===== src/rtl/ncp_pkg.sv =====
// ----------------------------------------------------------------------------
// ncp_pkg
// Shared widths, controller states, datapath operations and the
// command/status structs for the rotation necklace counter.
// ----------------------------------------------------------------------------
package ncp_pkg;

  localparam int WORD_W = 32;
  localparam int MOD_W  = 16;
  localparam int IDX_W  = 17;

  typedef enum logic [4:0] {
    ST_IDLE,
    ST_CHECK,
    ST_J_TEST,
    ST_J_WAIT,
    ST_T_INIT,
    ST_TQ_TEST,
    ST_TQ_WAIT,
    ST_TS_WAIT,
    ST_TV_START,
    ST_TV_WAIT,
    ST_T_TAIL,
    ST_TT_WAIT,
    ST_F_START,
    ST_F_WAIT,
    ST_E_START,
    ST_E_WAIT,
    ST_B_START,
    ST_B_WAIT,
    ST_P_TEST,
    ST_PA_WAIT,
    ST_PB_START,
    ST_PB_WAIT,
    ST_M_START,
    ST_M_WAIT,
    ST_NEXT,
    ST_DONE
  } state_t;

  typedef enum logic [4:0] {
    OP_NONE,
    OP_LOAD,
    OP_DIV_NJ,
    OP_J_HIT,
    OP_J_NEXT,
    OP_D_J,
    OP_D_QJ,
    OP_T_INIT,
    OP_DIV_VQ,
    OP_DIV_SQ,
    OP_S_UPD_Q,
    OP_V_UPD,
    OP_Q_NEXT,
    OP_DIV_SV,
    OP_S_UPD_V,
    OP_DIV_SP,
    OP_F_SET,
    OP_DIV_ND,
    OP_E_SET,
    OP_DIV_NP,
    OP_B_SET,
    OP_DIV_AB,
    OP_A_SET,
    OP_DIV_BB,
    OP_B_SQ,
    OP_DIV_FA,
    OP_ANS_ADD
  } op_t;

  typedef struct packed {
    op_t op;
  } cmd_t;

  typedef struct packed {
    logic div_done;
    logic rem_zero;
    logic trivial;
    logic j_lt;
    logic j_eq;
    logic q_stop;
    logic v_gt1;
    logic exp_zero;
    logic exp_odd;
  } sts_t;

endpackage


===== src/rtl/ncp_ctrl.sv =====
// ----------------------------------------------------------------------------
// ncp_ctrl
// Sequencer: scans divisor pairs, runs the totient trial division and the
// modular power for each divisor, and hands the total to the output.
// ----------------------------------------------------------------------------
module ncp_ctrl
  import ncp_pkg::*;
(
  input  logic clk,
  input  logic rst_n,
  input  logic in_valid,
  output logic in_ready,
  output logic out_valid,
  input  logic out_ready,
  input  sts_t sts,
  output cmd_t cmd
);

  state_t state_r, state_nxt;
  logic   last_r, last_nxt;
  logic   second_r, second_nxt;

  // Next state
  always_comb begin
    state_nxt  = state_r;
    last_nxt   = last_r;
    second_nxt = second_r;
    case (state_r)
      ST_IDLE: if (in_valid) begin
        state_nxt = ST_CHECK;
        last_nxt  = 1'b0;
      end
      ST_CHECK: state_nxt = sts.trivial ? ST_DONE : ST_J_TEST;
      ST_J_TEST: begin
        if (sts.j_lt) state_nxt = ST_J_WAIT;
        else if (sts.j_eq) begin
          state_nxt = ST_T_INIT;
          last_nxt  = 1'b1;
        end else state_nxt = ST_DONE;
      end
      ST_J_WAIT: if (sts.div_done) begin
        if (sts.rem_zero) begin
          state_nxt  = ST_T_INIT;
          second_nxt = 1'b0;
        end else state_nxt = ST_J_TEST;
      end
      ST_T_INIT:  state_nxt = ST_TQ_TEST;
      ST_TQ_TEST: state_nxt = sts.q_stop ? ST_T_TAIL : ST_TQ_WAIT;
      ST_TQ_WAIT: if (sts.div_done) state_nxt = sts.rem_zero ? ST_TS_WAIT : ST_TQ_TEST;
      ST_TS_WAIT: if (sts.div_done) state_nxt = ST_TV_START;
      ST_TV_START: state_nxt = ST_TV_WAIT;
      ST_TV_WAIT: if (sts.div_done) state_nxt = sts.rem_zero ? ST_TV_START : ST_TQ_TEST;
      ST_T_TAIL:  state_nxt = sts.v_gt1 ? ST_TT_WAIT : ST_F_START;
      ST_TT_WAIT: if (sts.div_done) state_nxt = ST_F_START;
      ST_F_START: state_nxt = ST_F_WAIT;
      ST_F_WAIT:  if (sts.div_done) state_nxt = ST_E_START;
      ST_E_START: state_nxt = ST_E_WAIT;
      ST_E_WAIT:  if (sts.div_done) state_nxt = ST_B_START;
      ST_B_START: state_nxt = ST_B_WAIT;
      ST_B_WAIT:  if (sts.div_done) state_nxt = ST_P_TEST;
      ST_P_TEST: begin
        if (sts.exp_zero) state_nxt = ST_M_START;
        else if (sts.exp_odd) state_nxt = ST_PA_WAIT;
        else state_nxt = ST_PB_START;
      end
      ST_PA_WAIT:  if (sts.div_done) state_nxt = ST_PB_START;
      ST_PB_START: state_nxt = ST_PB_WAIT;
      ST_PB_WAIT:  if (sts.div_done) state_nxt = ST_P_TEST;
      ST_M_START:  state_nxt = ST_M_WAIT;
      ST_M_WAIT:   if (sts.div_done) state_nxt = ST_NEXT;
      ST_NEXT: begin
        if (last_r) state_nxt = ST_DONE;
        else if (!second_r) begin
          state_nxt  = ST_T_INIT;
          second_nxt = 1'b1;
        end else state_nxt = ST_J_TEST;
      end
      ST_DONE: if (out_ready) state_nxt = ST_IDLE;
      default: state_nxt = ST_IDLE;
    endcase
  end

  // Outputs and datapath commands
  always_comb begin
    in_ready  = 1'b0;
    out_valid = 1'b0;
    cmd.op    = OP_NONE;
    case (state_r)
      ST_IDLE: begin
        in_ready = 1'b1;
        if (in_valid) cmd.op = OP_LOAD;
      end
      ST_J_TEST: begin
        if (sts.j_lt) cmd.op = OP_DIV_NJ;
        else if (sts.j_eq) cmd.op = OP_D_J;
      end
      ST_J_WAIT: if (sts.div_done) cmd.op = sts.rem_zero ? OP_J_HIT : OP_J_NEXT;
      ST_T_INIT:  cmd.op = OP_T_INIT;
      ST_TQ_TEST: if (!sts.q_stop) cmd.op = OP_DIV_VQ;
      ST_TQ_WAIT: if (sts.div_done) cmd.op = sts.rem_zero ? OP_DIV_SQ : OP_Q_NEXT;
      ST_TS_WAIT: if (sts.div_done) cmd.op = OP_S_UPD_Q;
      ST_TV_START: cmd.op = OP_DIV_VQ;
      ST_TV_WAIT: if (sts.div_done) cmd.op = sts.rem_zero ? OP_V_UPD : OP_Q_NEXT;
      ST_T_TAIL:  if (sts.v_gt1) cmd.op = OP_DIV_SV;
      ST_TT_WAIT: if (sts.div_done) cmd.op = OP_S_UPD_V;
      ST_F_START: cmd.op = OP_DIV_SP;
      ST_F_WAIT:  if (sts.div_done) cmd.op = OP_F_SET;
      ST_E_START: cmd.op = OP_DIV_ND;
      ST_E_WAIT:  if (sts.div_done) cmd.op = OP_E_SET;
      ST_B_START: cmd.op = OP_DIV_NP;
      ST_B_WAIT:  if (sts.div_done) cmd.op = OP_B_SET;
      ST_P_TEST:  if (!sts.exp_zero && sts.exp_odd) cmd.op = OP_DIV_AB;
      ST_PA_WAIT: if (sts.div_done) cmd.op = OP_A_SET;
      ST_PB_START: cmd.op = OP_DIV_BB;
      ST_PB_WAIT: if (sts.div_done) cmd.op = OP_B_SQ;
      ST_M_START: cmd.op = OP_DIV_FA;
      ST_M_WAIT:  if (sts.div_done) cmd.op = OP_ANS_ADD;
      ST_NEXT: begin
        if (!last_r) cmd.op = second_r ? OP_J_NEXT : OP_D_QJ;
      end
      ST_DONE: out_valid = 1'b1;
      default: ;
    endcase
  end

  always_ff @(posedge clk) begin
    if (!rst_n) begin
      state_r  <= ST_IDLE;
      last_r   <= 1'b0;
      second_r <= 1'b0;
    end else begin
      state_r  <= state_nxt;
      last_r   <= last_nxt;
      second_r <= second_nxt;
    end
  end

endmodule


===== config.mk =====
export PLATFORM = sky130hd
export DESIGN_NAME = ncp_ctrl
export DESIGN_NICKNAME = d
export VERILOG_FILES = /design/src/rtl/ncp_pkg.sv /design/src/rtl/ncp_ctrl.sv
export SDC_FILE = /design/constraint.sdc
export NUM_CORES = 1
export LEC_CHECK = 0
export BUFFER_PORTS_ARGS = -buffer_cell sky130_fd_sc_hd__buf_2
export CAP_MARGIN = 30
export CORE_MARGIN = 1.5
export CORE_UTILIZATION = 60
export CTS_BUF_LIST = sky130_fd_sc_hd__clkbuf_2 sky130_fd_sc_hd__clkbuf_4 sky130_fd_sc_hd__clkbuf_8
export DETAILED_ROUTE_END_ITERATION = 6
export GPL_ROUTABILITY_DRIVEN = 0
export PLACE_DENSITY = 0.85
export SLEW_MARGIN = 10
export SYNTH_ARGS = -nofsm -noshare
export SYNTH_HDL_FRONTEND = slang
export SYNTH_SLANG_ARGS = --single-unit
export TNS_END_PERCENT = 30

===== constraint.sdc =====
create_clock -name clk -period 2.3 [get_ports clk]
set_input_delay 0.115 -clock clk [delete_from_list [all_inputs] [get_ports clk]]
set_output_delay 0.115 -clock clk [all_outputs]
set_load 0.005 [all_outputs]

Word level (Yosys, flattened, before mapping)
Cells that the tools add are included.
{"block": "word_totals", "ff_bits": 7, "latch_bits": 0, "ram_bits": 0, "rom_bits": 0, "in_bits": 13, "n_memories": 0}
{"block": "classes", "addsub": 0, "multipliers": 0, "div_mod_pow": 0, "order_cmp": 0, "eq_ne": 41, "shift": 0, "muxes": 58, "n_bitwise": 0, "n_reduce_logical": 9}
{"cell": "case mux 5 bit (25 select lines)", "n": 1}
{"cell": "case mux 5 bit (24 select lines)", "n": 1}
{"cell": "2-to-1 mux 5 bit", "n": 23}
{"cell": "== test 5 bit (second input constant)", "n": 10}
{"cell": "== test 5 x 4 -> 1 bit (second input constant)", "n": 8}
{"cell": "2-to-1 mux 3 bit", "n": 12}
{"cell": "2-to-1 mux 4 bit", "n": 8}
{"cell": "!= test 2 bit (second input constant)", "n": 15}
{"cell": "== test 5 x 3 -> 1 bit (second input constant)", "n": 4}
{"cell": "AND reduction 12 bit", "n": 1}
{"cell": "== test 5 x 2 -> 1 bit (second input constant)", "n": 2}
{"cell": "2-to-1 mux 1 bit", "n": 9}
{"cell": "AND reduction 4 bit", "n": 2}
{"cell": "== test 5 x 1 -> 1 bit (second input constant)", "n": 1}
{"cell": "zero test 5 bit", "n": 1}
{"cell": "2-to-1 mux 2 bit", "n": 2}
{"cell": "case mux 1 bit (2 select lines)", "n": 2}
{"cell": "nonzero test 2 bit", "n": 2}
{"cell": "!= test 2 x 1 -> 1 bit (second input constant)", "n": 1}
{"cell": "OR reduction 2 bit", "n": 1}
{"cell": "logical AND 1 bit", "n": 1}
{"cell": "zero test 1 bit", "n": 1}

Longest topological paths before layout
Gate-level depths: netlist (run 1).
{"block": "logic_depth", "ltp_word": 4, "mapped_depth": 8, "depth_no_buf": 5}

Least setup slack after synthesis (run 1)
No wires, ideal clock.
{"block": "synth_timing", "kind": "register -> output", "start": "reg state_r[0]", "end": "out cmd[2] (netlist bit)", "t_arrival_ns": 1.504, "t_required_ns": 2.185, "setup_slack_ns": 0.681, "stages_incl_launch_ff": 8, "path_cell_list": "dfxtp_1 buf_6 buf_2 nand2_1 o22ai_1 a32oi_1 o21ai_0 or4_1"}
{"item": "start: declaration", "line_no": "ncp_ctrl.sv:19", "source": "state_t state_r, state_nxt;"}
{"item": "start signal: assignment", "line_no": "ncp_ctrl.sv:132", "source": "state_r <= state_nxt;"}
{"item": "end: declaration", "line_no": "ncp_ctrl.sv:16", "source": "output cmd_t cmd"}

==> results of run 1 <==
==> power breakdown <==
| group | internal [mW] | switching, mW |
|---|---|---|
| registers | 0.160 | 0.107 |
| clock network | 0.0639 | 0.0527 |
| logic | 0.467 | 0.660 |
==> kinds of logic after synthesis <==
| kind of cell | after synthesis |
|---|---|
| compound gates | 59 |
| xor+xnor | 2 |
| buf+inv | 23 |
| flops | 7 |
| simple gates | 73 |
==> routing by layer <==
metal	track usage, %	share of wire [%]	up-vias
met3	10.4	16	53
met5	0	0	-
met2	62.7	43	174
met4	15.6	7.0	0
met1	56.2	34	707
li1	-	-	676
==> worst paths after layout <==
| kind | slack, ns | to | startpoint | cells past startpoint |
|---|---|---|---|---|
| max | 0.06 | cmd[2] | state_r[2] | 7 |
| min reg2reg | 0.59 | last_r | last_r | 1 |
| min | 0.14 | last_r | rst_n | 2 |
| max reg2reg | 0.22 | state_r[1] | state_r[4] | 6 |
==> cell type report <==
class / instances / area [sq um]
Tap cell: 25 / 31.3
Inverter: 8 / 30.0
Clock buffer: 3 / 22.5
Sequential cell: 7 / 145
Multi-Input combinational cell: 134 / 898
Timing Repair Buffer: 28 / 175
Clock inverter: 1 / 5.00
Fill cell: 147 / 457
==> per-stage QoR <==
stage                     utilization (%)  hold slack [ns]  TNS (ns)
after floorplan                         -            0.248         0
after global placement               72.3            0.401         0
after detailed placement             72.3            0.407         0
after CTS                            73.9            0.131         0
after global routing                 74.1            0.124  -0.00656
final                                74.1            0.138         0
==> flip-flops by register name, indices dropped and copies added (netlist names) <==
| name | count |
|---|---|
| state_r | 5 |
| last_r | 1 |
| second_r | 1 |
==> cells in the mapped netlist, types with 3 or more instances <==
cell	instances
nand2_1	12
nor2_1	10
o21ai_0	10
a21oi_1	9
buf_2	9
nor3_1	9
dfxtp_1	7
inv_1	7
nand3_1	7
nand2b_1	6
o22ai_1	6
nor2b_1	5
o211ai_1	4
a311oi_1	3
nand4_1	3
nor4_1	3
nor4b_1	3
==> impl_results.md, run 1 <==
* Die Ht at 46.9 microns
* Post-CTS setup repair buffer count at 0
* IO Pins at 20
* Share of the synthesized area in the top cell type at 12.1%
* Tcrit/Tclk final at 97.2%
* Synth Instances at 164
* Endpoint class of the critical path: output port
* DP Area at between 0.001 and 0.0015 sq mm
* Initial DRC count at 208
* Layout Cells excl Fill at 206
* Final Worst Setup Slack at 0.0647 ns
* Core area at 0.00176 sq mm
* DRT antenna net count at 0
* Die area at 0.00220 sq mm
* Netlist cell types at 62
* Largest family of logic cells by synthesized area: simple AND/OR/NAND/NOR gates
* Commonest non-fill, non-tap cell in the layout: buf_2
* Tmin final at 2.24 ns
* Compound-Gate Fraction of Synth Area at around 38%
* Register area share after synthesis at 12.1%
* Total CTS buffers at 3
* Syn Area/Cell at between 7 and 8 sq um
* Worst min path class: in2reg
* Final nets at 195
* Post-route clock skew at 0.0108 ns
* Pwr Density at 1160 mW/mm^2
* Mux contribution to synthesized area at 0%
* Post-Place Worst Slack at 0.241 ns
* Post-CTS Hold Fix Bufs at 0
* Die Wd at 46.9 microns
* Synth area leaders: dfxtp_1 12%, o21ai_0 4.3%, a21oi_1 3.9%
* Post-DP HPWL at 3030 microns
* Htree depth at 1
* Global-route wire length before repair at 6560 microns
* DRC errors left at 0
* Data required time of the critical path at between 2 and 2.5 ns
* N_diodes at 0
* Run status: completed
* Final setup fails at 0
* Critical Path Max Stage Delay at between 0.5 and 0.6 ns
* DR vias at 1,610
* Family with the most delay on the worst path: simple AND/OR/NAND/NOR gates
* Vias in the first global route at 1,353
* Post-synth EDFFs at 0
* Placed cell count at 202
* Layout cell share with drive strength beyond 1 at a little over a quarter
* Setup Crit Path Kind: reg2out
* P_leak at around 0.5 nW
* RSZ-0062 raised after global routing: true
* Clock Sinks at 7
* WL final at ~4200 microns
* Worst-path fanout max at 12
* Grt total ovfl at 0
* Port bufs at 19
* Crit path DAT at 2.12 ns
* 1st-pass router iterations at 6
* Row Count at 15
* Via density at a little under 8
* Critical-path top delay cell: or4_1
* Routed len/inst at roughly 20 microns
* Tot Pwr at 1.51 mW
* Max VDD drop at between 0.7 and 0.8 mV
* Top_reg_cell synth: dfxtp_1
* CTS root buffer: clkbuf_4
* Area grow syn2layout at 12.9%
* # resized after CTS at 1
* Critical-path cell list: buf_4, nand2b_1, o22ai_1, a32oi_1, o21ai_0, or4_1, buf_2
* Final Max Tran Viols at 0
* Worst Max-Slew Pin Slew at 0.758 ns
* Synth warnings at 0
* Post-Synth Simple-Gate Area at between 30% and 40%
* Total global routing track utilization at between 40% and 50%
* Area leader, netlist: dfxtp_1
* Critical Path Source Type: flip-flop
* Commonest cells after routing, fill and taps aside: 19 x buf_2, 12 x nand2_1, 10 x nor2_1, 10 x o21ai_0
* CTS tree: yes
* Cell Area, Synth at 0.00116 sq mm
* Adder-cell share of the synthesized area at 0%
* Initial core utilization at about two thirds
* Finished Cell Area at 0.00131 sq mm
* Final hold violations at 0
* Initial antenna violation count at 0
* Clock Tree Buf Depth at 2
* Net Count, Synth at 177
* Largest net degree at the start of global routing at 22
* Post-synthesis register bit count at 7
* Clk_lat worst skew at approximately 0.26 ns
* Clock Pin Slew Worst Setup and Hold Paths at 0.06 ns
* Rel. slew slack at about half
* Xor/xnor cell area share of the yosys netlist at under 10%
* Fraction of registers with async set/reset at 0%
* Max Cap Viol at 0
* Worst Path Buf+Inv at 2
* Fmax at 0.447 GHz
Note: power is estimated with default switching activity, not from simulation.
==> run 2, diff against run 1 <==
==> constraint.sdc (replaced) <==
create_clock -name clk -period 2.3 [get_ports clk]
set_input_delay 0.115 -clock clk [delete_from_list [all_inputs] [get_ports clk]]
set_output_delay 0.115 -clock clk [all_outputs]
set_load 0.02 [all_outputs]
==> run 2 against run 1 <==
Count of clock-buffer cells in the layout increased by 1. Combinational power up 6%. Routed wire length decreased by 4.5%. Non-clock buffer count increased by 3. Via count decreased by 2.9%. Hold slack better by 0.013 ns. Clock power grew 7%. Core utilization increased by 1.1 points. Critical path depth decreased by 1. Cell area increased by 1.4%. Critical path type unchanged. Largest power group unchanged. Highest routed layer unchanged.
==> impl_results.md, run 2 (synthesized netlist as in run 1, its figures left out) <==
* FILL cells at 144 (was 147)
* Psw at 869 uW (was 819 uW)
* Total global routing track utilization at 38.4% (was 41.3%)
* Row Count at 15 (unchanged)
* Layer with the highest usage: met2 (unchanged)
* Clk_lat worst skew at 0.26 ns (about the same)
* Tmin final at 2.21 ns (was 2.24 ns)
* Total CTS buffers at 3 (unchanged)
* N_diodes at 0 (unchanged)
* Max Cap Viol at 0 (unchanged)
* Grt total ovfl at 0 (unchanged)
* Tcrit/Tclk final at 96.1% (was 97.2%)
* Register with the highest flop count: state_r (unchanged)
* Total negative slack at 0 ns (unchanged)
* Final setup fails at 0 (unchanged)
* Worst min path class: in2reg (unchanged)
* CTS root buffer: clkbuf_4 (unchanged)
* Register share of total power at 16.6% (was 17.7%)
* WL final at 4000 microns (was 4190 microns)
* Multi-input gate area at 901 sq um (was 898 sq um)
* Max VDD drop at 0.850 mV (was 0.790 mV)
* Worst-path fanout max at 6 (was 12)
* Via density at 7.48 (was 7.82)
* Die area at 0.00220 sq mm (unchanged)
* Biggest regs: state_r: 5 flops, last_r: 1 flops, second_r: 1 flops (unchanged)
* Pwr Density at 1200 mW/mm^2 (was 1160 mW/mm^2)
* DRT antenna net count at 0 (unchanged)
* Met1 Usage GRT at 53.6% (was 56.2%)
* Data required time of the critical path at 2.18 ns (about the same)
* Combinational share of power at 75.5% (was 74.6%)
* Met2 Usage GRT at 54.8% (was 62.7%)
* Setup Crit Path Kind: reg2out (unchanged)
* Initial antenna violation count at 0 (unchanged)
* Run status: completed (unchanged)
* Worst Hold Slack at 0.151 ns (was 0.138 ns)
* Int Power at 717 uW (was 691 uW)
* Post-CTS setup repair buffer count at 0 (unchanged)
* Switching fraction of total power at 54.8% (was 54.2%)
* Clock Sinks at 7 (unchanged)
* Layout cell share with drive strength beyond 1 at 28.8% (was 26.5%)
* DR vias at 1,563 (was 1,610)
* Initial DRC count at 154 (was 208)
* Clock Tree Buf Depth at 2 (unchanged)
* Area grow syn2layout at 14.5% (was 12.9%)
* P_leak at 0.512 nW (was 0.501 nW)
* Global-route wire length before repair at 5980 microns (was 6560 microns)
* Met3 Use GR at 10.0% (was 10.4%)
* Power share of the clock group at 7.9% (was 7.7%)
* Largest net degree at the start of global routing at 17 (was 22)
* CTS tree: yes (unchanged)
* Htree depth at 1 (unchanged)
* Post-CTS Hold Fix Bufs at 0 (unchanged)
* Port bufs at 19 (unchanged)
* Tot Pwr at 1.59 mW (was 1.51 mW)
* 1st-pass router iterations at 5 (was 6)
* Post-DP HPWL at 2960 microns (was 3030 microns)
* IO Pins at 20 (unchanged)
* Initial core utilization at 65.7% (unchanged)
* # resized after CTS at 1 (unchanged)
* Layout Cells excl Fill at 209 (was 206)
* Commonest cells after routing, fill and taps aside: 19 x buf_2, 12 x nand2_1, 12 x buf_4 (was 19 x buf_2, 12 x nand2_1, 10 x nor2_1, 10 x o21ai_0)
* Critical Path Source Type: flip-flop (unchanged)
* Commonest non-fill, non-tap cell in the layout: buf_2 (unchanged)
* Post-route clock skew at 0.00363 ns (was 0.0108 ns)
* RSZ-0062 raised after global routing: false (was true)
* Final hold violations at 0 (unchanged)
* DRC errors left at 0 (unchanged)
* Endpoint class of the critical path: output port (unchanged)
* Die Ht at 46.9 microns (unchanged)
* Fmax at 0.453 GHz (was 0.447 GHz)
* Final Max Tran Viols at 0 (unchanged)
* FF/Latch Area at 145 sq um (unchanged)
* Vias in the first global route at 1,275 (was 1,353)
* Clock Pin Slew Worst Setup and Hold Paths at 0.05 ns (was 0.06 ns)
* Die Wd at 46.9 microns (unchanged)
* Routed len/inst at 19.2 microns (was 20.3 microns)
* Max reg flops at 5 (unchanged)
* Crit path DAT at 2.09 ns (was 2.12 ns)
* Final nets at 198 (was 195)
* Core area at 0.00176 sq mm (unchanged)
* Rel. slew slack at 66.2% (was 48.9%)
* Worst Max-Slew Pin Slew at 0.504 ns (was 0.758 ns)
* Placed cell count at 205 (was 202)
## run 2: cell types whose count changed in the layout (fill, tap and decap cells not counted)
cell        change
clkbuf_4        +1
buf_4           +4
clkinv_2        -1
nand2b_2        +1
clkinvlp_4      +1
nand2b_1        -1
buf_12          -1
inv_1           -1
## run 2: through the flow
step | worst slack (ns) | area (sq um) | util [%]
finish | 0.0901 | 1330 | 75.2
CTS | 0.0318 | 1320 | 74.6
floorplan | 0.562 | 1160 | -
global placement | 0.312 | 1280 | 72.8
detailed placement | 0.267 | 1280 | 72.8
global route | 0.0198 | 1330 | 75.2
## run 2: power groups by stage
stage	Combinational, mW	Clock [mW]	Sequential, mW
floorplan	0.915	0	0.181
global placement	1.12	0	0.248
detailed placement	1.14	0	0.251
CTS	1.15	0.125	0.251
global route	1.25	0.136	0.267
finish	1.20	0.125	0.263
## run 2: area by class of cell
| class | count | share of cell area, % |
|---|---|---|
| well taps | 25 | 2.36 |
| clock buffers | 4 | 2.26 |
| multi-input cells | 134 | 67.9 |
| repair buffers | 31 | 14.0 |
| inverters | 8 | 2.55 |
| flip-flops and latches | 7 | 10.9 |
## run 2: final timing paths
| path | startpoint | depth (start not counted) | to | slack (ns) |
|---|---|---|---|---|
| setup / recovery | state_r[0] | 6 | cmd[2] | 0.09 |
| hold / removal | rst_n | 2 | last_r | 0.15 |
| setup reg to reg | state_r[0] | 6 | state_r[4] | 0.30 |
| hold reg to reg | last_r | 1 | last_r | 0.55 |
## run 2: metal layers
metal | vias up | wire length [microns] | share of wire, %
li1 | 690 | - | -
met1 | 690 | 1440 | 36
met2 | 148 | 1740 | 43
met3 | 35 | 573 | 14
met4 | 0 | 252 | 6.3
met5 | - | 0 | 0
## run 2: critical path, cell delays in order (launching register included)
cell and delay, ns:
dfxtp_1 0.47, nand2b_2 0.23, o22ai_1 0.09, a32oi_1 0.25, o21ai_0 0.13, or4_1 0.50
buf_2 0.17
